File: src/rtl/c8lae_pkg.sv
// ----------------------------------------------------------------------------
// c8lae_pkg: shared types and codes for the 8-bit CPU load/ALU execute block
// Operation classes, address modes and the decoded request record.
// ----------------------------------------------------------------------------
package c8lae_pkg;

	typedef enum logic [1:0] {
		FN_EXEC = 2'd0,
		FN_MWR  = 2'd1,
		FN_MRD  = 2'd2,
		FN_NONE = 2'd3
	} func_t;

	typedef enum logic [3:0] {
		OP_NONE,
		OP_MWR,
		OP_MRD,
		OP_UNK,
		OP_LD_RR,
		OP_LD_RI,
		OP_ALU,
		OP_ALU_I,
		OP_LD_A,
		OP_ST_A,
		OP_LD16,
		OP_LD_SPHL,
		OP_LDHL,
		OP_ST_SP,
		OP_PUSH,
		OP_POP
	} op_t;

	typedef enum logic [3:0] {
		AM_BC,
		AM_DE,
		AM_HL,
		AM_IMM,
		AM_FFC,
		AM_FFIMM,
		AM_SP,
		AM_PUSH,
		AM_MEM
	} am_t;

	typedef enum logic [1:0] {
		ADJ_NONE,
		ADJ_INC,
		ADJ_DEC
	} adj_t;

	typedef enum logic [1:0] {
		BS_CLEAR,
		BS_A,
		BS_B
	} bstate_t;

	typedef struct packed {
		op_t         op;
		am_t         am;
		adj_t        adj;
		logic [7:0]  opc;
		logic [7:0]  lo;
		logic [7:0]  hi;
		logic [15:0] maddr;
		logic [7:0]  mval;
	} dec_t;

	// Operand register codes; code 6 selects the byte at [HL].
	localparam logic [2:0] RC_B   = 3'd0;
	localparam logic [2:0] RC_C   = 3'd1;
	localparam logic [2:0] RC_D   = 3'd2;
	localparam logic [2:0] RC_E   = 3'd3;
	localparam logic [2:0] RC_H   = 3'd4;
	localparam logic [2:0] RC_L   = 3'd5;
	localparam logic [2:0] RC_HLM = 3'd6;
	localparam logic [2:0] RC_A   = 3'd7;

	localparam logic [1:0] PR_BC   = 2'd0;
	localparam logic [1:0] PR_DE   = 2'd1;
	localparam logic [1:0] PR_HL   = 2'd2;
	localparam logic [1:0] PR_SPAF = 2'd3;

	localparam logic [1:0] ALU_ADD = 2'd0;
	localparam logic [1:0] ALU_ADC = 2'd1;
	localparam logic [1:0] ALU_SUB = 2'd2;

	localparam logic [7:0] OPC_HALT    = 8'h76;
	localparam logic [7:0] OPC_ADD_I   = 8'hC6;
	localparam logic [7:0] OPC_ADC_I   = 8'hCE;
	localparam logic [7:0] OPC_SUB_I   = 8'hD6;
	localparam logic [7:0] OPC_LD_A_BC = 8'h0A;
	localparam logic [7:0] OPC_LD_A_DE = 8'h1A;
	localparam logic [7:0] OPC_ST_BC   = 8'h02;
	localparam logic [7:0] OPC_ST_DE   = 8'h12;
	localparam logic [7:0] OPC_LD_A_NN = 8'hFA;
	localparam logic [7:0] OPC_ST_NN   = 8'hEA;
	localparam logic [7:0] OPC_LD_A_FC = 8'hF2;
	localparam logic [7:0] OPC_ST_FC   = 8'hE2;
	localparam logic [7:0] OPC_LD_A_HD = 8'h3A;
	localparam logic [7:0] OPC_ST_HD   = 8'h32;
	localparam logic [7:0] OPC_LD_A_HI = 8'h2A;
	localparam logic [7:0] OPC_ST_HI   = 8'h22;
	localparam logic [7:0] OPC_ST_FN   = 8'hE0;
	localparam logic [7:0] OPC_LD_A_FN = 8'hF0;
	localparam logic [7:0] OPC_LD_BC   = 8'h01;
	localparam logic [7:0] OPC_LD_DE   = 8'h11;
	localparam logic [7:0] OPC_LD_HL   = 8'h21;
	localparam logic [7:0] OPC_LD_SP   = 8'h31;
	localparam logic [7:0] OPC_SP_HL   = 8'hF9;
	localparam logic [7:0] OPC_LDHL    = 8'hF8;
	localparam logic [7:0] OPC_ST_SP   = 8'h08;
	localparam logic [7:0] OPC_PUSH_AF = 8'hF5;
	localparam logic [7:0] OPC_PUSH_BC = 8'hC5;
	localparam logic [7:0] OPC_PUSH_DE = 8'hD5;
	localparam logic [7:0] OPC_PUSH_HL = 8'hE5;
	localparam logic [7:0] OPC_POP_AF  = 8'hF1;
	localparam logic [7:0] OPC_POP_BC  = 8'hC1;
	localparam logic [7:0] OPC_POP_DE  = 8'hD1;
	localparam logic [7:0] OPC_POP_HL  = 8'hE1;

	localparam int Q_DEPTH = 2;

endpackage

File: src/rtl/c8lae_queue.sv
// ----------------------------------------------------------------------------
// c8lae_queue: short request queue between front and back
// Holds classified requests so that intake and execution stall independently.
// ----------------------------------------------------------------------------
module c8lae_queue (
	input  logic            clk,
	input  logic            arst_n,
	input  logic            push,
	input  c8lae_pkg::dec_t push_data,
	output logic            full,
	input  logic            pop,
	output logic            head_valid,
	output c8lae_pkg::dec_t head
);
	import c8lae_pkg::*;

	localparam int QAW = (Q_DEPTH > 1) ? $clog2(Q_DEPTH) : 1;
	localparam int QCW = $clog2(Q_DEPTH + 1);

	dec_t             ent_q [Q_DEPTH];
	logic [QAW-1:0]   wp_q;
	logic [QAW-1:0]   rp_q;
	logic [QCW-1:0]   cnt_q;

	assign full       = (cnt_q == QCW'(Q_DEPTH));
	assign head_valid = (cnt_q != '0);
	assign head       = ent_q[rp_q];

	always_ff @(posedge clk or negedge arst_n) begin
		if (!arst_n) begin
			wp_q  <= '0;
			rp_q  <= '0;
			cnt_q <= '0;
		end else begin
			if (push) begin
				wp_q <= (wp_q == QAW'(Q_DEPTH - 1)) ? '0 : wp_q + QAW'(1);
			end
			if (pop) begin
				rp_q <= (rp_q == QAW'(Q_DEPTH - 1)) ? '0 : rp_q + QAW'(1);
			end
			if (push && !pop) begin
				cnt_q <= cnt_q + QCW'(1);
			end else if (pop && !push) begin
				cnt_q <= cnt_q - QCW'(1);
			end
		end
	end

	always_ff @(posedge clk) begin
		if (push) begin
			ent_q[wp_q] <= push_data;
		end
	end

endmodule

File: config.mk
export PLATFORM = sky130hd
export DESIGN_NAME = c8lae_queue
export DESIGN_NICKNAME = d
export VERILOG_FILES = /design/src/rtl/c8lae_pkg.sv /design/src/rtl/c8lae_queue.sv
export SDC_FILE = /design/constraint.sdc
export NUM_CORES = 1
export LEC_CHECK = 0
export BUFFER_PORTS_ARGS = -buffer_cell sky130_fd_sc_hd__buf_2
export CORE_MARGIN = 2
export CORE_UTILIZATION = 56
export CTS_CLUSTER_SIZE = 25
export DETAILED_ROUTE_END_ITERATION = 10
export PLACE_DENSITY = 0.93
export SYNTH_ARGS = -nofsm -noshare
export SYNTH_HDL_FRONTEND = slang
export SYNTH_SLANG_ARGS = --single-unit
File: constraint.sdc
create_clock -name clk -period 5.9 [get_ports clk]
set_clock_uncertainty 0.15 [all_clocks]
set_input_delay 0.59 -clock clk [delete_from_list [all_inputs] [get_ports clk]]
set_output_delay 0.59 -clock clk [all_outputs]
set_load 0.05 [all_outputs]
After elaboration in Yosys (flattened, before gate mapping)
Memory sizes are Yosys's and may differ from the RTL's.
Cells that the tools add are included.

word-level totals
  output and inout port bits = 60
  logic and storage cells = 21
  RAM bits = 116
  memories kept = 1
  register bits after elaboration = 4

operators by class
  reduce and logical (&&, ||, !) cells = 6
  multiplexer cells = 6
  $add $sub $neg = 4
  eq/ne operators = 1

memory list
  name   words  bits a word  rd ports  clocked after Yosys merged registers in  wr ports  RTL line           text
  ent_q  2      58           1         0                                        1         c8lae_queue.sv:20  dec_t ent_q [Q_DEPTH];

operator list
  operator                                           number
  two-way mux 1 bit                                  4
  two-way mux 2 bit                                  2
  nonzero test 2 bit                                 2
  adder 1 bit (second input constant)                2
  adder 2 x 1 -> 2 bit (second input constant)       1
  equality test 2 bit (second input constant)        1
  logical AND 1 bit                                  2
  zero test 1 bit                                    2
  subtractor 2 x 1 -> 2 bit (second input constant)  1

Logic depth before layout (Yosys ltp)
Gate-level depths: netlist (run 1).

  word-level depth = 4
  gate-level depth with buffers = 5

Worst setup path after synthesis (run 1)
OpenSTA, ideal clock, no wires.

  kind = input-to-reg
  start point = input port push
  end point = memory ent_q[0][0] in the netlist's numbering, enable pin
  arrival time = 3.148 ns
  stages = 1
  library setup time = 0.481 ns
  required time = 5.269 ns
  setup slack = 2.121 ns
  path through = nor2b_1

on the way
  word-level cells in the longest chain between the ends = 2

RTL lines
  element                                  RTL line           text
  start: declaration                       c8lae_queue.sv:8   input logic push,
  two-way mux 1 bit                        c8lae_queue.sv:50  if (push) begin
  two-way mux 1 bit (implied by the code)  c8lae_queue.sv:51  ent_q[wp_q] <= push_data;
  end: declaration                         c8lae_queue.sv:20

No other way between the ends.

==> key figures, run 1 <==
Run status
  – Status: complete, no violations

Worst setup path
  – Startpoint types: register
  – Crit path max fanout: 33
  – Crit Path Class: reg -> out
  – Worst Setup End Kind: output port
  – Worst EP required: 5.16 ns
  – Critical Path AT: 2.45 ns

Global route
  – Largest net degree at the start of global routing: 34
  – First-pass GRT wire length: 11000 um
  – Initial antenna violation count: 0
  – Number of global-route vias before repair: 2367
  – Total grt overflow: 0
  – GRT Total Usage: 17.9%

Hold path
  – Worst hold-check path type: in -> reg

Die
  – Width of the chip: 92.8 um
  – Number of I/O pins: 122
  – Die Y: 92.8 um
  – Initial core utilization: 57.5%
  – Die Area: 8620 um^2
  – Number of placement rows: 32
  – Placeable Area: 7690 um^2

Place
  – DP Wirelength: 4880 um
  – Placed cell count: 416
  – Routability cong.: 0.697
  – Dpl ws: 3.20 ns
  – Count of buffers from port buffering: 121

Layout
  – Number of diodes: 0
  – Final net count: 397
  – Area growth syn-to-layout: 29.8%
  – Share of cells above drive strength 1: 62.0%
  – Fin cells: 449

Synthesis
  – Cell variety after synth: 15
  – Cell Area, Synth: 4420 um^2
  – Post-Syn Area per Cell: 22.4 um^2
  – Count leader, synth: edfxtp_1
  – Top cells by count, synth: 116 x edfxtp_1, 48 x mux2_2, 10 x mux2_4
  – Syn Nets: 260
  – Yosys reg bits: 120
  – Ranking of synthesized cells by area: edfxtp_1 79%, mux2_2 12%, mux2_4 3.4%
  – Post-synth EDFFs: 116
  – Main synth FF type: edfxtp_1
  – Sequential fraction of the synthesis area: 81.1%
  – Ys async rst share: 3.33%
  – Yosys top cell area share: 78.8%
  – Yosys top cell by area: edfxtp_1
  – Synth Instances: 197
  – Yosys warns: 0

Routing
  – DRT Wirelength: 7320 um
  – Violation count after the first detailed-route iteration: 85
  – Drt wl/cell: 16.3 um
  – DRC Markers: 0
  – Antenna Nets Post-Route: 0
  – Vias: 2252
  – Vias per cell: 5.02
  – DR pass1 iterations: 4

Timing
  – Rel. slew slack: 47.4%
  – Final period util: 54.1%
  – Worst Tran Pin Value: 0.788 ns
  – Slew Limit Fails: 0
  – Unrepaired setup endpoints after global routing: false
  – Slack of the critical path: 2.71 ns
  – Final hold violation count: 0
  – Setup-failing EPs final: 0
  – Fmax: 0.313 GHz
  – Setup_tns: 0 ns
  – Crit path time final: 3.19 ns

Clocking
  – CTS Buf Count: 17
  – Clock buffer depth: 2
  – Clock Tree Root: clkbuf_8
  – Clock slew at the register clock pins of the worst setup and hold paths: 0.06 ns
  – Skew-Pair Late Insertion Delay: 0.49 ns
  – CTS tree: done
  – H-tree depth: 4
  – Clk sinks: 120

Pwr
  – Max IR drop VDD: 0.000325 V
  – Power Dens Cells: 605 nW/um^2
  – Static leakage: 2.23 nW

Flow run
  – Max-capacitance violation count: 0
## sequential cells by signal, summed over array words and instances (netlist names)
name	cells
cnt_q	2
ent_q	116
rp_q	1
wp_q	1
## power breakdown
part           total, W  leakage, nW  internal (W)  switching, W
clock network   0.00102        0.282      0.000680      0.000344
logic           0.00123        0.816      0.000353      0.000876
registers       0.00122         1.13       0.00113     0.0000852
total           0.00347         2.23       0.00217       0.00130
## cell families after synthesis
logic type    after synthesis  synth area share (%)
simple gates                5                 0.651
buf+inv                     8                  1.39
xor+xnor                    5                 0.991
flops                     120                  81.1
mux                        58                  15.6
fa+ha+maj                   1                 0.283
## repair_timing
action,4_1_cts,5_1_grt
hold buffers,1,0
endpoints found under the hold margin,4,0
buffers inserted,0,0
resized for setup,0,0
## cell type report
cell class | count | area (um^2)
flip-flops and latches | 120 | 3580
fillers | 475 | 1950
multi-input cells | 69 | 785
repair buffers | 125 | 638
clock buffers | 18 | 418
clock inverters | 14 | 181
well taps | 102 | 128
inverters | 1 | 3.75
## metrics by stage
stage                     cell area, um^2  hold WS, ns  power [W]  util (%)
after floorplan                      4420        0.144    0.00225         -
after global placement               5130        0.249    0.00245      66.7
after detailed placement             5130        0.252    0.00248      66.7
after CTS                            5740       0.0958    0.00351      74.6
after global routing                 5740       0.0948    0.00361      74.6
final                                5740        0.128    0.00347      74.6
## final timing paths
| kind | cells past startpoint | slack, ns | endpoint | start |
|---|---|---|---|---|
| max in group asynchronous | 2 | 5.17 | rp_q | arst_n |
| min in group asynchronous | 2 | 0.29 | cnt_q[0] | arst_n |
| max reg2reg | 2 | 3.79 | ent_q[0][33] | wp_q |
| min reg2reg | 1 | 0.37 | cnt_q[1] | cnt_q[1] |
| max | 3 | 2.71 | head[31] | rp_q |
| min | 1 | 0.13 | ent_q[0][23] | push_data[23] |
## routing by layer
layer | vias up | global-route usage (%) | routed length, um
met3 | 4 | 7.81 | 503
li1 | 1052 | - | -
met1 | 1113 | 19.2 | 2820
met5 | - | 0 | 0
met2 | 83 | 30.6 | 3950
met4 | 0 | 7.97 | 42
## critical path, stage by stage (launching register included)
cell     delay, ns
dfrtp_2       0.81
buf_4         0.51
mux2_2        0.40
buf_2         0.21
## cell usage in the layout, fill, tap and decap left out, types with 2 or more instances in the layout
master      synthesis  final
edfxtp_1          116    116
dfrtp_1             4      3
clkinv_2            0      3
bufinv_16           0      4
mux2_2             48     48
clkinvlp_4          0      4
buf_4               0      3
buf_2               4    121
clkbuf_16           0     16
clkinv_1            0      2
mux2_4             10     10
xor2_1              4      4
Power figures use the tool's default switching activity.
==> run 2, diff against run 1 <==
ABC_AREA = 1   (was unset)
CORE_UTILIZATION = 52   (was 56)
PLACE_DENSITY = 0.87   (was 0.93)
clock period = 3.1 ns   (was 5.9 ns; I/O delays follow)
==> run 2 against run 1 <==
Hold slack improved by 0.21 ns; clock power rose by 76%; non-clock buffer count rose by 63; critical path depth did not move; first-iteration DRC count rose by 66%; critical path type unchanged.
==> key figures, run 2 <==
Synthesis
  – Top cells by count, synth: 116 x edfxtp_1, 48 x mux2_2, 10 x mux2_4
  – Post-Syn Area per Cell: 21.5 um^2 (-4.0%)
  – Yosys top cell area share: 78.5% (-0.31 points)
  – Sequential fraction of the synthesis area: 80.7% (-0.32 points)
  – Cell Area, Synth: 4440 um^2 (+0.40%)
  – Post-synth EDFFs: 116 (unchanged)
  – Yosys top cell by area: edfxtp_1
  – Main synth FF type: edfxtp_1
  – Ranking of synthesized cells by area: edfxtp_1 78%, mux2_2 12%, mux2_4 3.4%
  – Cell variety after synth: 15 (unchanged)
  – Ys async rst share: 3.33% (unchanged)
  – Syn Nets: 269 (+3.5%)
  – Count leader, synth: edfxtp_1
  – Yosys reg bits: 120 (unchanged)
  – Yosys warns: 0 (unchanged)
  – Synth Instances: 206 (+4.6%)

Timing
  – Fin Hold WS: 0.335 ns (+0.207 ns)
  – Crit path time final: 2.63 ns
  – Unrepaired setup endpoints after global routing: false
  – Slew Limit Fails: 0 (unchanged)
  – Slack of the critical path: 0.472 ns (-2.24 ns)
  – Final period util: 84.8%
  – Fmax: 0.381 GHz
  – Rel. slew slack: 61.0% (+14 points)
  – Setup_tns: 0 ns (unchanged)
  – Worst Tran Pin Value: 0.585 ns (-0.203 ns)
  – Setup-failing EPs final: 0 (unchanged)
  – Final hold violation count: 0 (unchanged)

Layout
  – Most frequent cells in the layout: 121 x buf_2, 116 x edfxtp_1, 62 x dlygate4sd3_1, 48 x mux2_2, 16 x clkbuf_16
  – Area growth syn-to-layout: 43.1%
  – Flip-flop and latch area: 3580 um^2 (unchanged)
  – Most common cell after layout, fill and taps aside: buf_2
  – Biggest regs: ent_q x116, cnt_q x2
  – Biggest register: ent_q
  – Max reg flops: 116 (unchanged)
  – Area of the multi-input gates: 778 um^2 (-0.80%)
  – Share of cells above drive strength 1: 51.6% (-10 points)
  – Fillers: 476 (+0.21%)
  – Number of diodes: 0 (unchanged)
  – Final net count: 469 (+18%)
  – Fin cells: 524 (+17%)

Routing
  – DRC Markers: 0 (unchanged)
  – Drt wl/cell: 16.3 um (+0.26%)
  – DR pass1 iterations: 4 (unchanged)
  – Antenna Nets Post-Route: 0 (unchanged)
  – Vias: 2556 (+13%)
  – Vias per cell: 4.88 (-2.7%)
  – Violation count after the first detailed-route iteration: 141 (+66%)
  – DRT Wirelength: 8570 um (+17%)

Global route
  – First-pass GRT wire length: 12400 um (+12%)
  – Initial antenna violation count: 0 (unchanged)
  – Number of global-route vias before repair: 2624 (+11%)
  – Largest net degree at the start of global routing: 36 (+5.9%)
  – GRT Total Usage: 18.6% (+0.74 points)
  – Total grt overflow: 0 (unchanged)

Clocking
  – Clock Tree Root: clkbuf_8
  – Cts hold-fix bufs: 62 (+61)
  – H-tree depth: 4 (unchanged)
  – Setup Fix Bufs, Post-CTS: 0 (unchanged)
  – Skew-Pair Late Insertion Delay: 0.49 ns (about the same)
  – CTS Buf Count: 17 (unchanged)
  – CTS tree: done
  – Clk sinks: 120 (unchanged)
  – Clock slew at the register clock pins of the worst setup and hold paths: 0.05 ns (about the same)
  – Gates resized, CTS repair: 0 (unchanged)
  – Clock buffer depth: 2 (unchanged)

Die
  – Number of I/O pins: 122 (unchanged)
  – Die Y: 96.4 um (+3.8%)
  – Die Area: 9290 um^2 (+7.8%)
  – Width of the chip: 96.4 um (+3.8%)
  – Initial core utilization: 53.7% (-3.8 points)
  – Number of placement rows: 33 (+3.1%)
  – Placeable Area: 8260 um^2 (+7.4%)

Worst setup path
  – R2r worst-path depth: 3 (+1)
  – Startpoint types: register
  – Worst Setup End Kind: output port
  – Worst reg2reg startpoint: wp_q
  – Reg2Reg Capture Point: ent_q[1][39]
  – Crit Path Class: reg -> out
  – Crit path max fanout: 35 (+6.1%)
  – FF-to-FF setup slack: 1.27 ns (-2.52 ns)
  – Critical Path AT: 2.17 ns (-0.28 ns)
  – Worst EP required: 2.64 ns (-2.52 ns)

Hold path
  – HP Start: cnt_q[1]
  – Endpoint, Worst Hold: cnt_q[1]
  – Hold Crit Depth: 2 (+1)
  – Worst hold-check path type: reg -> reg

Place
  – Dpl ws: 0.975 ns (-2.22 ns)
  – DP Wirelength: 4930 um (+1.0%)
  – Routability cong.: 0.728 (+4.6%)
  – Count of buffers from port buffering: 121 (unchanged)
  – Placed cell count: 430 (+3.4%)

Pwr
  – Static leakage: 2.50 nW (+12%)
  – Max IR drop VDD: 0.000826 V (+150%)
  – Power Dens Cells: 1040 nW/um^2 (+71%)

Flow run
  – Max-capacitance violation count: 0 (unchanged)

Run status
  – Status: complete, no violations
run 2: cell types whose count changed after synthesis, sizes merged:
cell and delta:
inv +6, and2 -1, nand2 +6, nor2 +1, nand3 +1, xor2 -2
or2 -1, nand4 +1, nor2b -2
run 2: cells by family (layout without fill, tap and decap cells):
group | after synthesis | in the layout | synth area share, %
DFF | 120 | 120 | 80.7
muxes | 58 | 58 | 15.6
buffers and inverters | 14 | 227 | 1.89
and+or+nand+nor | 10 | 10 | 0.930
xor gates and xnor gates | 3 | 3 | 0.592
adders and majority gates | 1 | 1 | 0.282
run 2: worst max-delay path by stage:
stage | depth (start not counted) | from | end | slack (ns)
global route | 3 | rp_q | head[38] | 0.37
floorplan | 1 | wp_q | ent_q[0][0] | 0.60
global placement | 3 | rp_q | head[35] | 0.97
CTS | 3 | rp_q | head[35] | 0.42
finish | 3 | rp_q | head[38] | 0.47
detailed placement | 3 | rp_q | head[35] | 0.98
run 2: layout make-up:
class | instances | area share (%)
repair buffers | 188 | 20.1
clock inverters | 13 | 2.05
clock buffers | 19 | 6.64
flip-flops and latches | 120 | 56.5
well taps | 105 | 2.07
multi-input cells | 72 | 12.3
inverters | 7 | 0.414
run 2: power breakdown:
group	switching, W	leakage (nW)	total [W]	internal [W]
combinational	0.00172	1.11	0.00246	0.000740
clock	0.000670	0.257	0.00180	0.00113
sequential	0.000150	1.13	0.00231	0.00216
run 2: critical path: stages, from the launching register on:
cell,delay [ns]
dfrtp_2,0.74
buf_12,0.31
mux2_2,0.38
buf_2,0.22
run 2: through the flow:
step           total power (W)  utilization, %  area, um^2
6_report               0.00658            76.9        6350
5_1_grt                0.00683            76.9        6350
4_1_cts                0.00660            76.9        6350
3_5_place_dp           0.00474            62.7        5180
3_3_place_gp           0.00470            62.7        5180
2_1_floorplan          0.00427               -        4440
run 2: per-layer routing:
metal	global-route usage, %	vias to the layer above	wire (um)
met4	7.63	0	126
met1	20.0	1244	3400
li1	-	1204	-
met3	6.13	13	453
met5	0	-	0
met2	33.7	95	4580
==> run 3, diff against run 2 <==
CORE_UTILIZATION = 47   (was 52)
PLACE_DENSITY = 0.84   (was 0.87)
clock period = 2.3 ns   (was 3.1 ns; I/O delays follow)
==> run 3 against run 2 <==
Routed wire length barely moved; worst setup slack got worse by 0.39 ns; via count barely moved; sequential share of layout area fell by 0.12 points; hold slack got worse by 0.022 ns; flip-flop and latch count did not move; clock power rose by 31%; global-route usage fell by 1.1 points; register-to-register slack got worse by 0.43 ns; clock-buffer cell count did not move; cell area rose by 0.28%; total power rose by 34%.
==> key figures, run 3 (synthesis gave the netlist of run 2 again) <==
Die
  – Placeable Area: 9200 um^2 (+11%)
  – Number of placement rows: 35 (+6.1%)
  – Initial core utilization: 48.3% (-5.5 points)
  – Number of I/O pins: 122 (unchanged)
  – Die Y: 101 um (+5.0%)
  – Die Area: 10200 um^2 (+10%)
  – Width of the chip: 101 um (+5.0%)

Timing
  – Setup-failing EPs final: 0 (unchanged)
  – Final hold violation count: 0 (unchanged)
  – Rel. slew slack: 71.4% (+10 points)
  – Crit path time final: 2.21 ns
  – Setup_tns: 0 ns (unchanged)
  – Worst Tran Pin Value: 0.429 ns (-0.156 ns)
  – Fin Hold WS: 0.314 ns (-0.0218 ns)
  – Fmax: 0.452 GHz
  – Slew Limit Fails: 0 (unchanged)
  – Unrepaired setup endpoints after global routing: false
  – Final period util: 96.3%
  – Slack of the critical path: 0.0853 ns (-0.387 ns)

Routing
  – WL met2: 4670 um (+2.0%)
  – Post-Route M1 WL: 3360 um (-1.4%)
  – DRC Markers: 0 (unchanged)
  – DR pass1 iterations: 4 (unchanged)
  – Uppermost layer routed: met4
  – Vias per cell: 4.81 (-1.4%)
  – DRT Wirelength: 8570 um (about the same)
  – Met3 wire length: 482 um (+6.4%)
  – Violation count after the first detailed-route iteration: 98 (-30%)
  – Drt wl/cell: 16.1 um (-1.2%)
  – Vias: 2555 (-0.039%)
  – Antenna Nets Post-Route: 0 (unchanged)

Worst setup path
  – Critical Path AT: 1.83 ns (-0.34 ns)
  – Crit path max fanout: 23 (-34%)
  – Worst EP required: 1.92 ns (-0.72 ns)
  – Crit Path Class: reg -> out
  – Worst Setup End Kind: output port
  – Startpoint types: register

Pwr
  – Logic gate share of total power: 38.6% (+1.1 points)
  – Max IR drop VDD: 0.000746 V (-9.7%)
  – Reg power frac: 34.8% (-0.3 points)
  – Sw frac: 38.2% (-0.49 points)
  – Static leakage: 2.52 nW (+0.63%)
  – Power Dens Cells: 1390 nW/um^2 (+34%)
  – Switching power total: 0.00338 W (+33%)
  – Clock power share: 26.7% (-0.7 points)
  – Internal: 0.00546 W (+36%)

Layout
  – Final net count: 471 (+0.43%)
  – Fin cells: 531 (+1.3%)
  – Most common cell after layout, fill and taps aside: buf_2
  – Biggest register: ent_q
  – Final Core Density: 69.2% (-7.7 points)
  – Share of cells above drive strength 1: 50.7% (-0.84 points)
  – Area growth syn-to-layout: 43.4%
  – Biggest regs: ent_q x116, cnt_q x2
  – Max reg flops: 116 (unchanged)
  – Number of diodes: 0 (unchanged)
  – Most frequent cells in the layout: 121 x buf_2, 116 x edfxtp_1, 62 x dlygate4sd3_1, 48 x mux2_2, 16 x clkbuf_16

Global route
  – Number of global-route vias before repair: 2769 (+5.5%)
  – GRT Total Usage: 17.6% (-1.1 points)
  – Total grt overflow: 0 (unchanged)
  – First-pass GRT wire length: 13100 um (+6.0%)
  – Largest net degree at the start of global routing: 32 (-11%)
  – Initial antenna violation count: 0 (unchanged)

Run status
  – Status: complete, no violations

Clocking
  – Clock buffer depth: 2 (unchanged)
  – Clk sinks: 120 (unchanged)
  – H-tree depth: 4 (unchanged)
  – Skew-Pair Late Insertion Delay: 0.49 ns (about the same)
  – Clock slew at the register clock pins of the worst setup and hold paths: 0.06 ns (about the same)
  – Setup Fix Bufs, Post-CTS: 0 (unchanged)
  – CTS tree: done
  – Clock Tree Root: clkbuf_8
  – CTS Buf Count: 17 (unchanged)

Place
  – Dpl ws: 0.528 ns (-0.447 ns)
  – Count of buffers from port buffering: 121 (unchanged)
  – Placed cell count: 438 (+1.9%)
  – Routability cong.: 0.732 (+0.52%)
  – DP Wirelength: 5210 um (+5.6%)

Flow run
  – Max-capacitance violation count: 0 (unchanged)

Hold path
  – Worst hold-check path type: in -> reg
==> run 3: worst max-delay path, cell delays in order (launching register included) <==
cell	delay, ns
dfrtp_4	0.54
buf_12	0.23
mux2_2	0.37
buf_2	0.21
==> run 3: what timing repair did <==
| action | CTS | global route |
|---|---|---|
| hold endpoints to repair | 123 | 0 |
| hold buffers | 62 | 0 |
| setup endpoints to repair | 0 | 25 |
| resized for setup | 0 | 1 |
==> run 3: power by group through the flow <==
stage	Sequential [W]	Clock, W	Combinational (W)
2_1_floorplan	0.00304	0	0.00272
3_3_place_gp	0.00309	0	0.00330
3_5_place_dp	0.00312	0	0.00334
4_1_cts	0.00308	0.00239	0.00343
5_1_grt	0.00312	0.00251	0.00357
6_report	0.00307	0.00236	0.00341
==> run 3: worst paths after layout <==
kind	slack (ns)	depth (start not counted)	endpoint	startpoint
worst max-delay path	0.09	3	head[5]	rp_q
worst min-delay path	0.31	2	ent_q[0][17]	push_data[17]
worst max register to register	0.84	2	ent_q[0][44]	wp_q
worst min register to register	0.32	2	cnt_q[1]	cnt_q[1]
max in group asynchronous	1.28	3	rp_q	arst_n
min in group asynchronous	0.51	3	cnt_q[0]	arst_n
==> run 3: final cells by class <==
class / instances / area [um^2]
Multi-Input combinational cell: 72 / 778
Sequential cell: 120 / 3590
Clock buffer: 19 / 422
Fill cell: 604 / 2830
Timing Repair Buffer: 190 / 1300
Clock inverter: 12 / 110
Inverter: 7 / 26.3
Tap cell: 111 / 139
==> run 3: routing by layer <==
layer	vias up	global-route usage, %
li1	1210	-
met1	1249	18.5
met2	90	32.3
met3	6	5.87
met4	0	6.76
met5	-	0
==> run 3: metrics by stage <==
step / area [um^2] / power, W
after global placement: 5210 / 0.00639
final: 6370 / 0.00884
after detailed placement: 5210 / 0.00646
after floorplan: 4450 / 0.00575
after global routing: 6370 / 0.00919
after CTS: 6360 / 0.00890
