## src/rtl/c8lae_pkg.sv

```systemverilog
// ----------------------------------------------------------------------------
// c8lae_pkg: shared types and codes for the 8-bit CPU load/ALU execute block
// Operation classes, address modes and the decoded request record.
// ----------------------------------------------------------------------------
package c8lae_pkg;

	typedef enum logic [1:0] {
		FN_EXEC = 2'd0,
		FN_MWR  = 2'd1,
		FN_MRD  = 2'd2,
		FN_NONE = 2'd3
	} func_t;

	typedef enum logic [3:0] {
		OP_NONE,
		OP_MWR,
		OP_MRD,
		OP_UNK,
		OP_LD_RR,
		OP_LD_RI,
		OP_ALU,
		OP_ALU_I,
		OP_LD_A,
		OP_ST_A,
		OP_LD16,
		OP_LD_SPHL,
		OP_LDHL,
		OP_ST_SP,
		OP_PUSH,
		OP_POP
	} op_t;

	typedef enum logic [3:0] {
		AM_BC,
		AM_DE,
		AM_HL,
		AM_IMM,
		AM_FFC,
		AM_FFIMM,
		AM_SP,
		AM_PUSH,
		AM_MEM
	} am_t;

	typedef enum logic [1:0] {
		ADJ_NONE,
		ADJ_INC,
		ADJ_DEC
	} adj_t;

	typedef enum logic [1:0] {
		BS_CLEAR,
		BS_A,
		BS_B
	} bstate_t;

	typedef struct packed {
		op_t         op;
		am_t         am;
		adj_t        adj;
		logic [7:0]  opc;
		logic [7:0]  lo;
		logic [7:0]  hi;
		logic [15:0] maddr;
		logic [7:0]  mval;
	} dec_t;

	// Operand register codes; code 6 selects the byte at [HL].
	localparam logic [2:0] RC_B   = 3'd0;
	localparam logic [2:0] RC_C   = 3'd1;
	localparam logic [2:0] RC_D   = 3'd2;
	localparam logic [2:0] RC_E   = 3'd3;
	localparam logic [2:0] RC_H   = 3'd4;
	localparam logic [2:0] RC_L   = 3'd5;
	localparam logic [2:0] RC_HLM = 3'd6;
	localparam logic [2:0] RC_A   = 3'd7;

	localparam logic [1:0] PR_BC   = 2'd0;
	localparam logic [1:0] PR_DE   = 2'd1;
	localparam logic [1:0] PR_HL   = 2'd2;
	localparam logic [1:0] PR_SPAF = 2'd3;

	localparam logic [1:0] ALU_ADD = 2'd0;
	localparam logic [1:0] ALU_ADC = 2'd1;
	localparam logic [1:0] ALU_SUB = 2'd2;

	localparam logic [7:0] OPC_HALT    = 8'h76;
	localparam logic [7:0] OPC_ADD_I   = 8'hC6;
	localparam logic [7:0] OPC_ADC_I   = 8'hCE;
	localparam logic [7:0] OPC_SUB_I   = 8'hD6;
	localparam logic [7:0] OPC_LD_A_BC = 8'h0A;
	localparam logic [7:0] OPC_LD_A_DE = 8'h1A;
	localparam logic [7:0] OPC_ST_BC   = 8'h02;
	localparam logic [7:0] OPC_ST_DE   = 8'h12;
	localparam logic [7:0] OPC_LD_A_NN = 8'hFA;
	localparam logic [7:0] OPC_ST_NN   = 8'hEA;
	localparam logic [7:0] OPC_LD_A_FC = 8'hF2;
	localparam logic [7:0] OPC_ST_FC   = 8'hE2;
	localparam logic [7:0] OPC_LD_A_HD = 8'h3A;
	localparam logic [7:0] OPC_ST_HD   = 8'h32;
	localparam logic [7:0] OPC_LD_A_HI = 8'h2A;
	localparam logic [7:0] OPC_ST_HI   = 8'h22;
	localparam logic [7:0] OPC_ST_FN   = 8'hE0;
	localparam logic [7:0] OPC_LD_A_FN = 8'hF0;
	localparam logic [7:0] OPC_LD_BC   = 8'h01;
	localparam logic [7:0] OPC_LD_DE   = 8'h11;
	localparam logic [7:0] OPC_LD_HL   = 8'h21;
	localparam logic [7:0] OPC_LD_SP   = 8'h31;
	localparam logic [7:0] OPC_SP_HL   = 8'hF9;
	localparam logic [7:0] OPC_LDHL    = 8'hF8;
	localparam logic [7:0] OPC_ST_SP   = 8'h08;
	localparam logic [7:0] OPC_PUSH_AF = 8'hF5;
	localparam logic [7:0] OPC_PUSH_BC = 8'hC5;
	localparam logic [7:0] OPC_PUSH_DE = 8'hD5;
	localparam logic [7:0] OPC_PUSH_HL = 8'hE5;
	localparam logic [7:0] OPC_POP_AF  = 8'hF1;
	localparam logic [7:0] OPC_POP_BC  = 8'hC1;
	localparam logic [7:0] OPC_POP_DE  = 8'hD1;
	localparam logic [7:0] OPC_POP_HL  = 8'hE1;

	localparam int Q_DEPTH = 2;

endpackage

```

## src/rtl/c8lae_front.sv

```systemverilog
// ----------------------------------------------------------------------------
// c8lae_front: request intake and classification
// Registers each request, classifies its opcode and address mode, and pushes it.
// ----------------------------------------------------------------------------
module c8lae_front (
	input  logic              clk,
	input  logic              arst_n,
	input  logic              in_valid,
	output logic              in_stall,
	input  logic [1:0]        func,
	input  logic [7:0]        opcode,
	input  logic [7:0]        imm_low,
	input  logic [7:0]        imm_high,
	input  logic [15:0]       mem_address,
	input  logic [7:0]        mem_value,
	input  logic              clearing,
	input  logic              q_full,
	output logic              q_push,
	output c8lae_pkg::dec_t   q_data
);
	import c8lae_pkg::*;

	logic v_s1;
	dec_t d_s1;
	dec_t dec;
	logic take;

	always_comb begin
		dec.op    = OP_UNK;
		dec.am    = AM_HL;
		dec.adj   = ADJ_NONE;
		dec.opc   = opcode;
		dec.lo    = imm_low;
		dec.hi    = imm_high;
		dec.maddr = mem_address;
		dec.mval  = mem_value;
		case (func_t'(func))
			FN_MWR: begin
				dec.op = OP_MWR;
				dec.am = AM_MEM;
			end
			FN_MRD: begin
				dec.op = OP_MRD;
				dec.am = AM_MEM;
			end
			FN_EXEC: begin
				if (opcode inside {[8'h40:8'h7F]}) begin
					dec.op = (opcode == OPC_HALT) ? OP_UNK : OP_LD_RR;
				end else if (opcode < 8'h40 && (opcode & 8'hC7) == 8'h06) begin
					dec.op = OP_LD_RI;
				end else if (opcode inside {[8'h80:8'h97]}) begin
					dec.op = OP_ALU;
				end else begin
					case (opcode)
						OPC_ADD_I, OPC_ADC_I, OPC_SUB_I: dec.op = OP_ALU_I;
						OPC_LD_A_BC: begin dec.op = OP_LD_A; dec.am = AM_BC; end
						OPC_LD_A_DE: begin dec.op = OP_LD_A; dec.am = AM_DE; end
						OPC_LD_A_NN: begin dec.op = OP_LD_A; dec.am = AM_IMM; end
						OPC_LD_A_FC: begin dec.op = OP_LD_A; dec.am = AM_FFC; end
						OPC_LD_A_FN: begin dec.op = OP_LD_A; dec.am = AM_FFIMM; end
						OPC_LD_A_HD: begin dec.op = OP_LD_A; dec.adj = ADJ_DEC; end
						OPC_LD_A_HI: begin dec.op = OP_LD_A; dec.adj = ADJ_INC; end
						OPC_ST_BC: begin dec.op = OP_ST_A; dec.am = AM_BC; end
						OPC_ST_DE: begin dec.op = OP_ST_A; dec.am = AM_DE; end
						OPC_ST_NN: begin dec.op = OP_ST_A; dec.am = AM_IMM; end
						OPC_ST_FC: begin dec.op = OP_ST_A; dec.am = AM_FFC; end
						OPC_ST_FN: begin dec.op = OP_ST_A; dec.am = AM_FFIMM; end
						OPC_ST_HD: begin dec.op = OP_ST_A; dec.adj = ADJ_DEC; end
						OPC_ST_HI: begin dec.op = OP_ST_A; dec.adj = ADJ_INC; end
						OPC_LD_BC, OPC_LD_DE, OPC_LD_HL, OPC_LD_SP: dec.op = OP_LD16;
						OPC_SP_HL: dec.op = OP_LD_SPHL;
						OPC_LDHL: dec.op = OP_LDHL;
						OPC_ST_SP: begin dec.op = OP_ST_SP; dec.am = AM_IMM; end
						OPC_PUSH_AF, OPC_PUSH_BC, OPC_PUSH_DE, OPC_PUSH_HL: begin
							dec.op = OP_PUSH;
							dec.am = AM_PUSH;
						end
						OPC_POP_AF, OPC_POP_BC, OPC_POP_DE, OPC_POP_HL: begin
							dec.op = OP_POP;
							dec.am = AM_SP;
						end
						default: dec.op = OP_UNK;
					endcase
				end
			end
			default: dec.op = OP_NONE;
		endcase
	end

	assign in_stall = clearing || (v_s1 && q_full);
	assign take     = in_valid && !in_stall;
	assign q_push   = v_s1 && !q_full;
	assign q_data   = d_s1;

	always_ff @(posedge clk or negedge arst_n) begin
		if (!arst_n) begin
			v_s1 <= 1'b0;
		end else if (take) begin
			v_s1 <= 1'b1;
		end else if (q_push) begin
			v_s1 <= 1'b0;
		end
	end

	always_ff @(posedge clk) begin
		if (take) begin
			d_s1 <= dec;
		end
	end

endmodule

```

## config.mk

```make
export PLATFORM = sky130hd
export DESIGN_NAME = c8lae_front
export DESIGN_NICKNAME = d
export VERILOG_FILES = /design/src/rtl/c8lae_pkg.sv /design/src/rtl/c8lae_front.sv
export SDC_FILE = /design/constraint.sdc
export NUM_CORES = 1
export LEC_CHECK = 0
export CAP_MARGIN = 10
export CORE_MARGIN = 2
export CORE_UTILIZATION = 63
export DETAILED_ROUTE_END_ITERATION = 8
export DONT_BUFFER_PORTS = 1
export MAX_ROUTING_LAYER = met4
export PLACE_DENSITY = 0.79
export SLEW_MARGIN = 20
export SYNTH_ARGS = -nofsm -noshare
export SYNTH_HDL_FRONTEND = slang
export SYNTH_SLANG_ARGS = --single-unit
```

## constraint.sdc

```tcl
create_clock -name clk -period 5.1 [get_ports clk]
set_clock_uncertainty 0.2 [all_clocks]
set_input_delay 1.02 -clock clk [delete_from_list [all_inputs] [get_ports clk]]
set_output_delay 1.02 -clock clk [all_outputs]
set_load 0.1 [all_outputs]
```

# Yosys cells after proc, flatten, opt, wreduce, memory -nomap -nowiden
# Index checks and enable logic that the tools add are counted.
[word_totals]
regBits = 59
latchBits = 0
ramBits = 0
mem_bits_ro = 0
input_bits = 55
out_inout_bits = 60
elab_cells = 91
n_memories = 0
[op_classes]
n_addsub = 0
multipliers = 0
div_mod_pow = 0
magnitude_cmp = 5
eq_ne = 36
shifts = 0
n_mux = 14
bitwise_logic = 1
reduce_logical = 26
[ops]
columns = ["op", "n"]
rows = [
  ["$eq 8x8->1 const B", 19],
  ["$eq 8x6->1 const B", 6],
  ["$pmux 4 s9", 1],
  ["$eq 8x5->1 const B", 3],
  ["$pmux 3 s7", 1],
  ["$eq 8x4->1 const B", 2],
  ["$reduce_or 4->1", 4],
  ["$mux 5", 3],
  ["$reduce_or 2->1", 7],
  ["$reduce_or 7->1", 2],
  ["$mux 4", 3],
  ["$pmux 4 s3", 1],
  ["$eq 8x1->1 const B", 1],
  ["$eq 8x2->1 const B", 1],
  ["$eq 8x7->1 const B", 1],
  ["$ge 8x7->1 const B", 1],
  ["$ge 8x8->1 const B", 1],
  ["$le 8x7->1 const B", 1],
  ["$le 8x8->1 const B", 1],
  ["$lt 8x7->1 const B", 1],
  ["$pmux 4 s2", 1],
  ["$logic_and 1x1->1", 6],
  ["$reduce_or 3->1", 2],
  ["$eq 5x3->1 const B", 1],
  ["other kinds (10)", 12],
]

# Longest topological paths before layout
# Gate-level depths: netlist of run 1.
[depth]
ltp_word = 7
mapped_depth = 6
ltp_nobuf = 5

# Least setup slack after synthesis of run 1
# OpenSTA, ideal clock, no wires.
[synth_path]
path_type = "input to output"
startpoint = "input port q_full"
endpoint = "output port q_push"
arrival_time_ps = 2355
required_ps = 3880
setup_slack_ps = 1525
stages = 1
n_path_buf = 0
cell_sequence = "nor2b_1"
[synth_between]
elab_chain_len = 2
[synth_rtl]
columns = ["element", "line_no", "text"]
rows = [
  ["from (decl)", "c8lae_front.sv:17", "input logic q_full,"],
  ["$logic_not 1->1", "c8lae_front.sv:92", "assign q_push = v_s1 && !q_full;"],
  ["$logic_and 1x1->1", "c8lae_front.sv:92", ""],
  ["to (decl)", "c8lae_front.sv:18", "output logic q_push,"],
]
# No other way between the ends.

# Worst setup path after layout of run 1
# Ends and elaborated chain as after synthesis.

==> results of run 1 <==
routing by layer:
layer / up-vias / routed length [µm]
li1: 577 / -
met1: 586 / 1750
met2: 71 / 2120
met3: 5 / 408
met4: 0 / 93
met5: - / 0
path summary, 6_finish.rpt:
check,start,endpoint,slack (ns),cells past startpoint
max,q_full,q_push,2.05,1
min in group clk,v_s1,v_s1,0.31,1
min,arst_n,v_s1,0.19,0
max reg2reg,v_s1,q_data[30],3.10,3
min reg2reg,v_s1,v_s1,0.31,1
max in group asynchronous,arst_n,v_s1,4.45,0
logic make-up after synthesis:
group	synth area share (%)
AO/OA/AOI/OAI	7.64
adder cells (fa/ha/maj)	1.07
buffers and inverters	3.21
flip-flops	75.4
multiplexers	0.908
AND/OR/NAND/NOR	11.8
state kept, by name, summed over array words and instances (netlist names):
name	count
v_s1	1
q_data	58
where the power goes:
group          internal, mW  switching (mW)
clock                 0.321           0.163
sequential            0.562           0.152
combinational        0.0143          0.0328
cell type report:
cell class                      count  area, µm²  share of cell area, %
Inverter                            8       30.0                   1.15
Tap cell                           48       60.1                   2.31
Sequential cell                    59       1770                   67.9
Clock buffer                       10        128                   4.91
Multi-Input combinational cell     72        504                   19.4
Timing Repair Buffer                1       7.51                  0.289
Clock inverter                      6        104                   3.99
Yosys cell counts (all sizes together):
| cell | instances |
|---|---|
| nand3 | 5 |
| a2bb2oi | 2 |
| nor2 | 10 |
| o21bai | 1 |
| a2111oi | 1 |
| and2 | 2 |
| nor2b | 2 |
| a21oi | 3 |
| nand2 | 9 |
| nor3 | 7 |
| or4 | 1 |
| nor4bb | 1 |
| edfxtp | 58 |
| and4b | 1 |
| a31o | 1 |
| or3 | 1 |
| o21ai | 3 |
| nor3b | 1 |
| mux2 | 1 |
| a41oi | 1 |
| or4b | 1 |
| and3 | 1 |
| o32ai | 1 |
| or2b | 1 |
| nor4b | 1 |
| mux2i | 1 |
| a221oi | 1 |
| a31oi | 1 |
| a32oi | 2 |
| ha | 2 |
| nand3b | 2 |
| o311a | 2 |
| a21o | 1 |
| dfrtp | 1 |
| inv | 8 |
| buf | 5 |
| o41ai | 1 |
| a32o | 1 |
==> flow_summary.json, run 1 <==
{
  "status": "completed",
  "synth_top_area_cell": "edfxtp_1",
  "setup_violations": 0,
  "layout.cells.non_filler": 204,
  "die_y_um": 65.0,
  "cp.required_ns": 3.88,
  "cap_violations": 0,
  "post_route_cells_drive_above_1_share_pct": 18.6,
  "ir_drop_mv": 0.271,
  "hold_path.class": "in -> async",
  "yosysWarnings": 0,
  "placed_area_mm2": 0.00237,
  "io_pins": 115,
  "endpoint_kind": "output pin",
  "relSlewSlack_pct": 28.7,
  "start_util_pct": 65.0,
  "synth_cell_types": 45,
  "dp_cells": 188,
  "setup_ws_ns": 2.05,
  "yosys-top-cells-area": "edfxtp_1, nor2_1, nor3_1, inv_1, nand2_1",
  "cts_buffers": 9,
  "final_cell_mix": "edfxtp_1, nor2_1, clkbuf_8",
  "fin_hold_ws_ns": 0.187,
  "port_buffers": 0,
  "grt.overflow.total": 0,
  "hold_violations": 0,
  "synthesis.area_mm2": 0.00234,
  "max_freq_mhz": 328,
  "rows": 22,
  "total_power_mw": 1.24,
  "max_stage_delay_ns": 0.81,
  "clock-sinks": 59,
  "hold_buffers": 0,
  "core_mm2": 0.00361,
  "finalCriticalPeriod_ns": 3.05,
  "post_drt_wl_per_cell_um": 21.4,
  "startpoint_type": "input port",
  "cts_resized": 0,
  "p_leak_nw": 0.890,
  "place.gp.congestion": 0.822,
  "die-area_mm2": 0.00422,
  "drt_iter0_markers": 144,
  "use_met3_pct": 9.38,
  "tns_ns": 0,
  "final_cell_area_mm2": 0.00260,
  "syn_area_per_cell_um2": 16.3,
  "diodes": 0,
  "synth_cells": 144,
  "power_density_mw_per_mm2": 479,
  "drt_first_pass_iters": 4,
  "layout.cells.most_common": "edfxtp_1",
  "slew_violations": 0,
  "die_x_um": 65.0,
  "syn-num-nets": 201,
  "crit_slowest_cell": "nor2b_2",
  "cts-root-buf": "clkbuf_8",
  "fin_nets": 208,
  "worstMarginPinSlew_ns": 1.06,
  "yosysTopAreaCellShare_pct": 74.4,
  "ys_ff_latch": 59,
  "drc": 0,
  "crit_buf_inv": 0,
  "crit_chain": "nor2b_2",
  "busiest_layer": "met2",
  "use_met1_pct": 26.1,
  "hpwl_um": 3210,
  "finalCritPeriodShare_pct": 59.8,
  "track_usage_pct": 22.3,
  "grt.met2_usage_pct": 32.9,
  "viasPerCell": 6.07,
  "ctsLongestPathBuffers": 2,
  "cp.arrival_ns": 1.83,
  "grt_pass1_vias": 1137,
  "cp_max_fo": 3,
  "nFillCells": 213,
  "clk_latency_ns": 0.32,
  "wirelength_um": 4370,
  "ant_nets": 0,
  "vias": 1239,
  "syn_to_final_growth_pct": 11.0,
  "cts_tree": "done",
  "antenna_found_initial": 0,
  "grt_max_degree": 49,
  "cp_top_family": "simple AND/OR/NAND/NOR gates",
  "grt_pass1_wl_um": 6240,
  "rsz0062_at_grt": "no",
  "htree_levels": 3,
  "post-cts-setup-buffers": 0,
  "pre_cts_slack_ns": 2.05,
  "seq_area_frac_synth_pct": 75.4,
  "crit_type": "in -> out",
  "post-route-util_pct": 72.1,
  "clkSlewWorstSetupHoldPaths_ns": 0.06
}
(Power assumes the default switching activity.)
==> inputs of run 2 (changes only) <==
--- a/config.mk
+++ b/config.mk
@@ -7,11 +7,11 @@
 export LEC_CHECK = 0
 export CAP_MARGIN = 10
 export CORE_MARGIN = 2
-export CORE_UTILIZATION = 63
+export CORE_UTILIZATION = 55
 export DETAILED_ROUTE_END_ITERATION = 8
 export DONT_BUFFER_PORTS = 1
 export MAX_ROUTING_LAYER = met4
-export PLACE_DENSITY = 0.79
+export PLACE_DENSITY = 0.73
 export SLEW_MARGIN = 20
 export SYNTH_ARGS = -nofsm -noshare
 export SYNTH_HDL_FRONTEND = slang
==> constraint.sdc (replaced) <==
create_clock -name clk -period 2.8 [get_ports clk]
set_clock_uncertainty 0.2 [all_clocks]
set_input_delay 0.56 -clock clk [delete_from_list [all_inputs] [get_ports clk]]
set_output_delay 0.56 -clock clk [all_outputs]
set_load 0.1 [all_outputs]
==> run 2 against run 1 <==
Compared with the run above: highest routed layer unchanged; critical path type is now reg -> out; final area up 2.4%; sequential power up 73%; critical path depth down 1; setup slack worse by 1.3 ns; power up 60%; first-iteration DRC count down 29%.
==> flow_summary.json, run 2 (same netlist as run 1, synthesis figures left out) <==
{
  "status": "completed",
  "post-route-util_pct": 65.6,
  "core_mm2": 0.00406,
  "startpoint_type": "flop",
  "post_drt_wl_per_cell_um": 22.3,
  "max_freq_mhz": 488,
  "setup_ws_ns": 0.751,
  "ir_drop_mv": 0.260,
  "ant_nets": 0,
  "drc": 0,
  "die_y_um": 69.3,
  "clk_latency_ns": 0.32,
  "cts-root-buf": "clkbuf_8",
  "track_usage_pct": 21.7,
  "final_cell_mix": "edfxtp_1, buf_4, nor2_1, clkbuf_8",
  "diodes": 0,
  "pre_cts_slack_ns": 0.756,
  "die-area_mm2": 0.00480,
  "clock-sinks": 59,
  "post_route_cells_drive_above_1_share_pct": 24.6,
  "total_power_mw": 2.00,
  "finalCriticalPeriod_ns": 2.05,
  "io_pins": 115,
  "syn_to_final_growth_pct": 13.6,
  "antenna_found_initial": 0,
  "crit_type": "reg -> out",
  "cp_max_fo": 1,
  "cts_tree": "done",
  "largest_reg_flops": 58,
  "rsz0062_at_grt": "no",
  "viasPerCell": 6.13,
  "layout.cells.non_filler": 221,
  "cts_buffers": 9,
  "ctsLongestPathBuffers": 2,
  "start_util_pct": 57.7,
  "die_x_um": 69.3,
  "power_density_mw_per_mm2": 750,
  "port_buffers": 0,
  "relSlewSlack_pct": 37.9,
  "slew_violations": 0,
  "layout.cells.most_common": "edfxtp_1",
  "fin_nets": 225,
  "drt_first_pass_iters": 4,
  "hold_path.class": "in -> reg",
  "cp.arrival_ns": 1.29,
  "htree_levels": 3,
  "p_leak_nw": 0.930,
  "wirelength_um": 4920,
  "dp_cells": 206,
  "cap_violations": 0,
  "post-cts-setup-buffers": 0,
  "setup_violations": 0,
  "endpoint_kind": "output pin",
  "grt_pass1_wl_um": 7380,
  "grt_pass1_vias": 1275,
  "clkSlewWorstSetupHoldPaths_ns": 0.06,
  "tns_ns": 0,
  "hold_violations": 0,
  "grt.overflow.total": 0,
  "cp.required_ns": 2.04,
  "place.gp.congestion": 0.795,
  "hpwl_um": 3720,
  "vias": 1354,
  "finalCritPeriodShare_pct": 73.2,
  "worstMarginPinSlew_ns": 0.933,
  "rows": 23,
  "drt_iter0_markers": 102,
  "grt_max_degree": 60
}
## run 2: cell count changes in the layout (fill, tap and decap cells not counted)
cell and change:
clkinv_1 +1, buf_4 +15, bufinv_16 -3, buf_12 +1, clkinv_2 -1, clkinvlp_4 +1
dlygate4sd3_1 +1
## run 2: where the power goes
group / internal (mW) / switching, mW
sequential: 1.02 / 0.209
combinational: 0.0431 / 0.133
clock: 0.303 / 0.286
total: 1.37 / 0.628
## run 2: metal layers
metal / wire length [µm] / global-route usage (%) / vias up
met5: 0 / - / -
met4: 99 / 10.0 / 0
met3: 471 / 10.0 / 8
met2: 2600 / 34.0 / 92
met1: 1760 / 23.7 / 649
li1: - / - / 605
## run 2: worst paths after layout
kind | start | end | slack [ns] | cells after the start
max | q_data[13] | q_data[13] | 0.75 | 0
min | opcode[7] | q_data[47] | 0.13 | 0
max reg2reg | v_s1 | q_data[45] | 1.19 | 3
min reg2reg | v_s1 | v_s1 | 0.32 | 1
max in group asynchronous | arst_n | v_s1 | 2.06 | 1
min in group asynchronous | arst_n | v_s1 | 0.24 | 1
## run 2: layout make-up
| class | count | area (µm²) |
|---|---|---|
| well taps | 50 | 62.6 |
| flip-flops and latches | 59 | 1770 |
| fillers | 274 | 1400 |
| clock inverters | 4 | 20.0 |
| inverters | 8 | 30.0 |
| repair buffers | 18 | 150 |
| multi-input cells | 72 | 504 |
| clock buffers | 10 | 128 |
## run 2: worst reg2reg max path, delay by kind of cell, from the launching register on
family,cells,cell delay [ns]
flops,1,0.40
buf+inv,1,0.30
simple gates,1,0.20
compound gates,1,0.19
## run 2: what timing repair did
action | CTS | global route
hold buffers | 1 | 0
gates resized for setup | 0 | 0
endpoints found under the hold margin | 1 | 0
## run 2: through the flow
step	instance area, µm²	hold slack (ns)
2_1_floorplan	2340	0.0644
3_3_place_gp	2500	0.0644
3_5_place_dp	2500	0.0644
4_1_cts	2660	0.117
5_1_grt	2660	0.105
6_report	2660	0.129
==> inputs of run 3 (changes only) <==
--- a/config.mk
+++ b/config.mk
@@ -7,11 +7,11 @@
 export LEC_CHECK = 0
 export CAP_MARGIN = 10
 export CORE_MARGIN = 2
-export CORE_UTILIZATION = 55
+export CORE_UTILIZATION = 61
 export DETAILED_ROUTE_END_ITERATION = 8
 export DONT_BUFFER_PORTS = 1
 export MAX_ROUTING_LAYER = met4
-export PLACE_DENSITY = 0.73
+export PLACE_DENSITY = 0.77
 export SLEW_MARGIN = 20
 export SYNTH_ARGS = -nofsm -noshare
 export SYNTH_HDL_FRONTEND = slang
==> constraint.sdc (replaced) <==
create_clock -name clk -period 2.15 [get_ports clk]
set_clock_uncertainty 0.2 [all_clocks]
set_input_delay 0.43 -clock clk [delete_from_list [all_inputs] [get_ports clk]]
set_output_delay 0.43 -clock clk [all_outputs]
set_load 0.1 [all_outputs]
==> run 3 against run 2 <==
Compared with the run above: critical path depth up 3; final area up 33%; flip-flop and latch count unchanged; sequential share of layout area down 16 points; final cell count up 42%; clock power up 94%; via count up 59%; power up 57%.
==> flow_summary.json, run 3 (same netlist as run 1, synthesis figures left out) <==
{
  "status": "completed",
  "nFillCells": 73,
  "largest_reg_flops": 58,
  "p_leak_nw": 1.38,
  "holdPathEnd": "v_s1",
  "max_freq_mhz": 506,
  "die_x_um": 66.0,
  "seqCellArea_mm2": 0.00177,
  "finalCritPeriodShare_pct": 91.9,
  "dp_cells": 248,
  "io_pins": 115,
  "cts_buffers": 9,
  "cts-root-buf": "clkbuf_8",
  "layout.cells.non_filler": 313,
  "switching_share_pct": 32.3,
  "r2r-start": "v_s1",
  "cp.arrival_ns": 1.34,
  "fin_nets": 317,
  "cp.required_ns": 1.52,
  "antenna_found_initial": 0,
  "cp_top_family": "flip-flops",
  "cts_resized": 0,
  "post_route_cells_drive_above_1_share_pct": 33.6,
  "cap_violations": 0,
  "startpoint_type": "flop",
  "ctsLongestPathBuffers": 2,
  "post_drt_wl_per_cell_um": 31.6,
  "htree_levels": 3,
  "clk_latency_ns": 0.34,
  "grt.overflow.total": 0,
  "start_util_pct": 63.5,
  "vias": 2152,
  "hp-start": "q_full",
  "drc": 0,
  "max_stage_delay_ns": 0.42,
  "port_buffers": 0,
  "internal_power_mw": 2.12,
  "rsz0062_at_grt": "no",
  "r2r_cells": 3,
  "cp_max_fo": 3,
  "endpoint_kind": "output pin",
  "pwr-share-comb_pct": 20.5,
  "crit_type": "reg -> out",
  "setup_violations": 0,
  "layout.cells.most_common": "buf_4",
  "wirelength_um": 9890,
  "cts_tree": "done",
  "track_usage_pct": 49.0,
  "viasPerCell": 6.88,
  "crit_slowest_cell": "dfrtp_1",
  "tns_ns": 0,
  "slew_violations": 0,
  "hold_path.class": "in -> reg",
  "seqPwrFrac_pct": 43.1,
  "relSlewSlack_pct": 65.4,
  "p_clk_share_pct": 36.3,
  "multi_input_area_um2": 504,
  "crit_buf_inv": 2,
  "final_cell_mix": "buf_4, edfxtp_1, dlygate4sd3_1",
  "die_y_um": 66.0,
  "grt_max_degree": 60,
  "syn_to_final_growth_pct": 50.6,
  "worstMarginPinSlew_ns": 0.513,
  "place.gp.congestion": 0.899,
  "drt_first_pass_iters": 6,
  "ir_drop_mv": 0.906,
  "clkSlewWorstSetupHoldPaths_ns": 0.08,
  "diodes": 0,
  "drt_iter0_markers": 287,
  "hpwl_um": 3950,
  "rrSetupSlack_ns": 0.39,
  "r2r_end": "q_data[39]",
  "rows": 22,
  "crit_chain": "a21oi_1 -> inv_1 -> buf_4",
  "hold_violations": 0,
  "grt_pass1_vias": 2086,
  "grt_pass1_wl_um": 13600,
  "power_switching_mw": 1.01,
  "power_density_mw_per_mm2": 888,
  "core_mm2": 0.00369,
  "finalCriticalPeriod_ns": 1.97,
  "die-area_mm2": 0.00435,
  "clock-sinks": 59,
  "ant_nets": 0,
  "min_path_cells": 1
}
==> run 3: changes by cell type in the layout (fill, tap and decap cells not counted), sizes merged <==
cell,change
dlygate4sd3,+48
buf,+44
bufinv,+2
clkinv,+2
clkbuf,-1
clkinvlp,-1
==> run 3: layer usage <==
metal,GRT usage (%),up-vias,wire length (µm)
met4,28.8,0,637
met3,16.7,65,1590
met1,56.4,995,3070
met5,-,-,0
li1,-,795,-
met2,75.3,297,4590
==> run 3: worst max-delay path by stage <==
stage,start,to,cells after the start
floorplan,q_full,q_data[0],2
global placement,opcode[0],q_data[56],5
detailed placement,opcode[5],q_data[55],5
CTS,v_s1,in_stall,3
global route,v_s1,in_stall,3
finish,v_s1,in_stall,3
==> run 3: area by class of cell <==
| class | count | share of cell area, % |
|---|---|---|
| multi-input cells | 72 | 14.3 |
| clock buffers | 9 | 3.51 |
| inverters | 8 | 0.851 |
| well taps | 48 | 1.70 |
| flip-flops and latches | 59 | 50.1 |
| repair buffers | 110 | 27.2 |
| clock inverters | 7 | 2.34 |
==> run 3: timing repair <==
item / CTS / global route
setup buffers: 0 / 0
hold endpoints to repair: 49 / 0
hold buffers: 49 / 0
==> run 3: stage by stage <==
| stage | util, % | setup WS [ns] | hold WS (ns) | power (mW) | instance area (µm²) |
|---|---|---|---|---|---|
| after floorplan | - | 0.178 | -0.0656 | 1.82 | 2350 |
| after global placement | 76.8 | 0.295 | -0.0656 | 1.89 | 2830 |
| after detailed placement | 76.8 | 0.249 | -0.0656 | 1.90 | 2830 |
| after CTS | 95.7 | 0.251 | 0.0247 | 3.01 | 3530 |
| after global routing | 95.7 | 0.154 | 0.0249 | 3.16 | 3530 |
| final | 95.7 | 0.175 | 0.0117 | 3.13 | 3530 |
==> run 3: worst reg2reg max path, delay by kind of cell, from the launching register on <==
family | cells | cell delay (ns)
DFF | 1 | 0.42
buffers and inverters | 1 | 0.30
and+or+nand+nor | 1 | 0.22
AOI/OAI and AO/OA | 1 | 0.26
==> run 3: power groups by stage <==
stage	logic [mW]	clock network [mW]	registers, mW
final	0.644	1.14	1.35
after global routing	0.650	1.16	1.35
after detailed placement	0.533	0	1.37
after floorplan	0.110	0	1.71
after CTS	0.611	1.06	1.34
after global placement	0.529	0	1.36
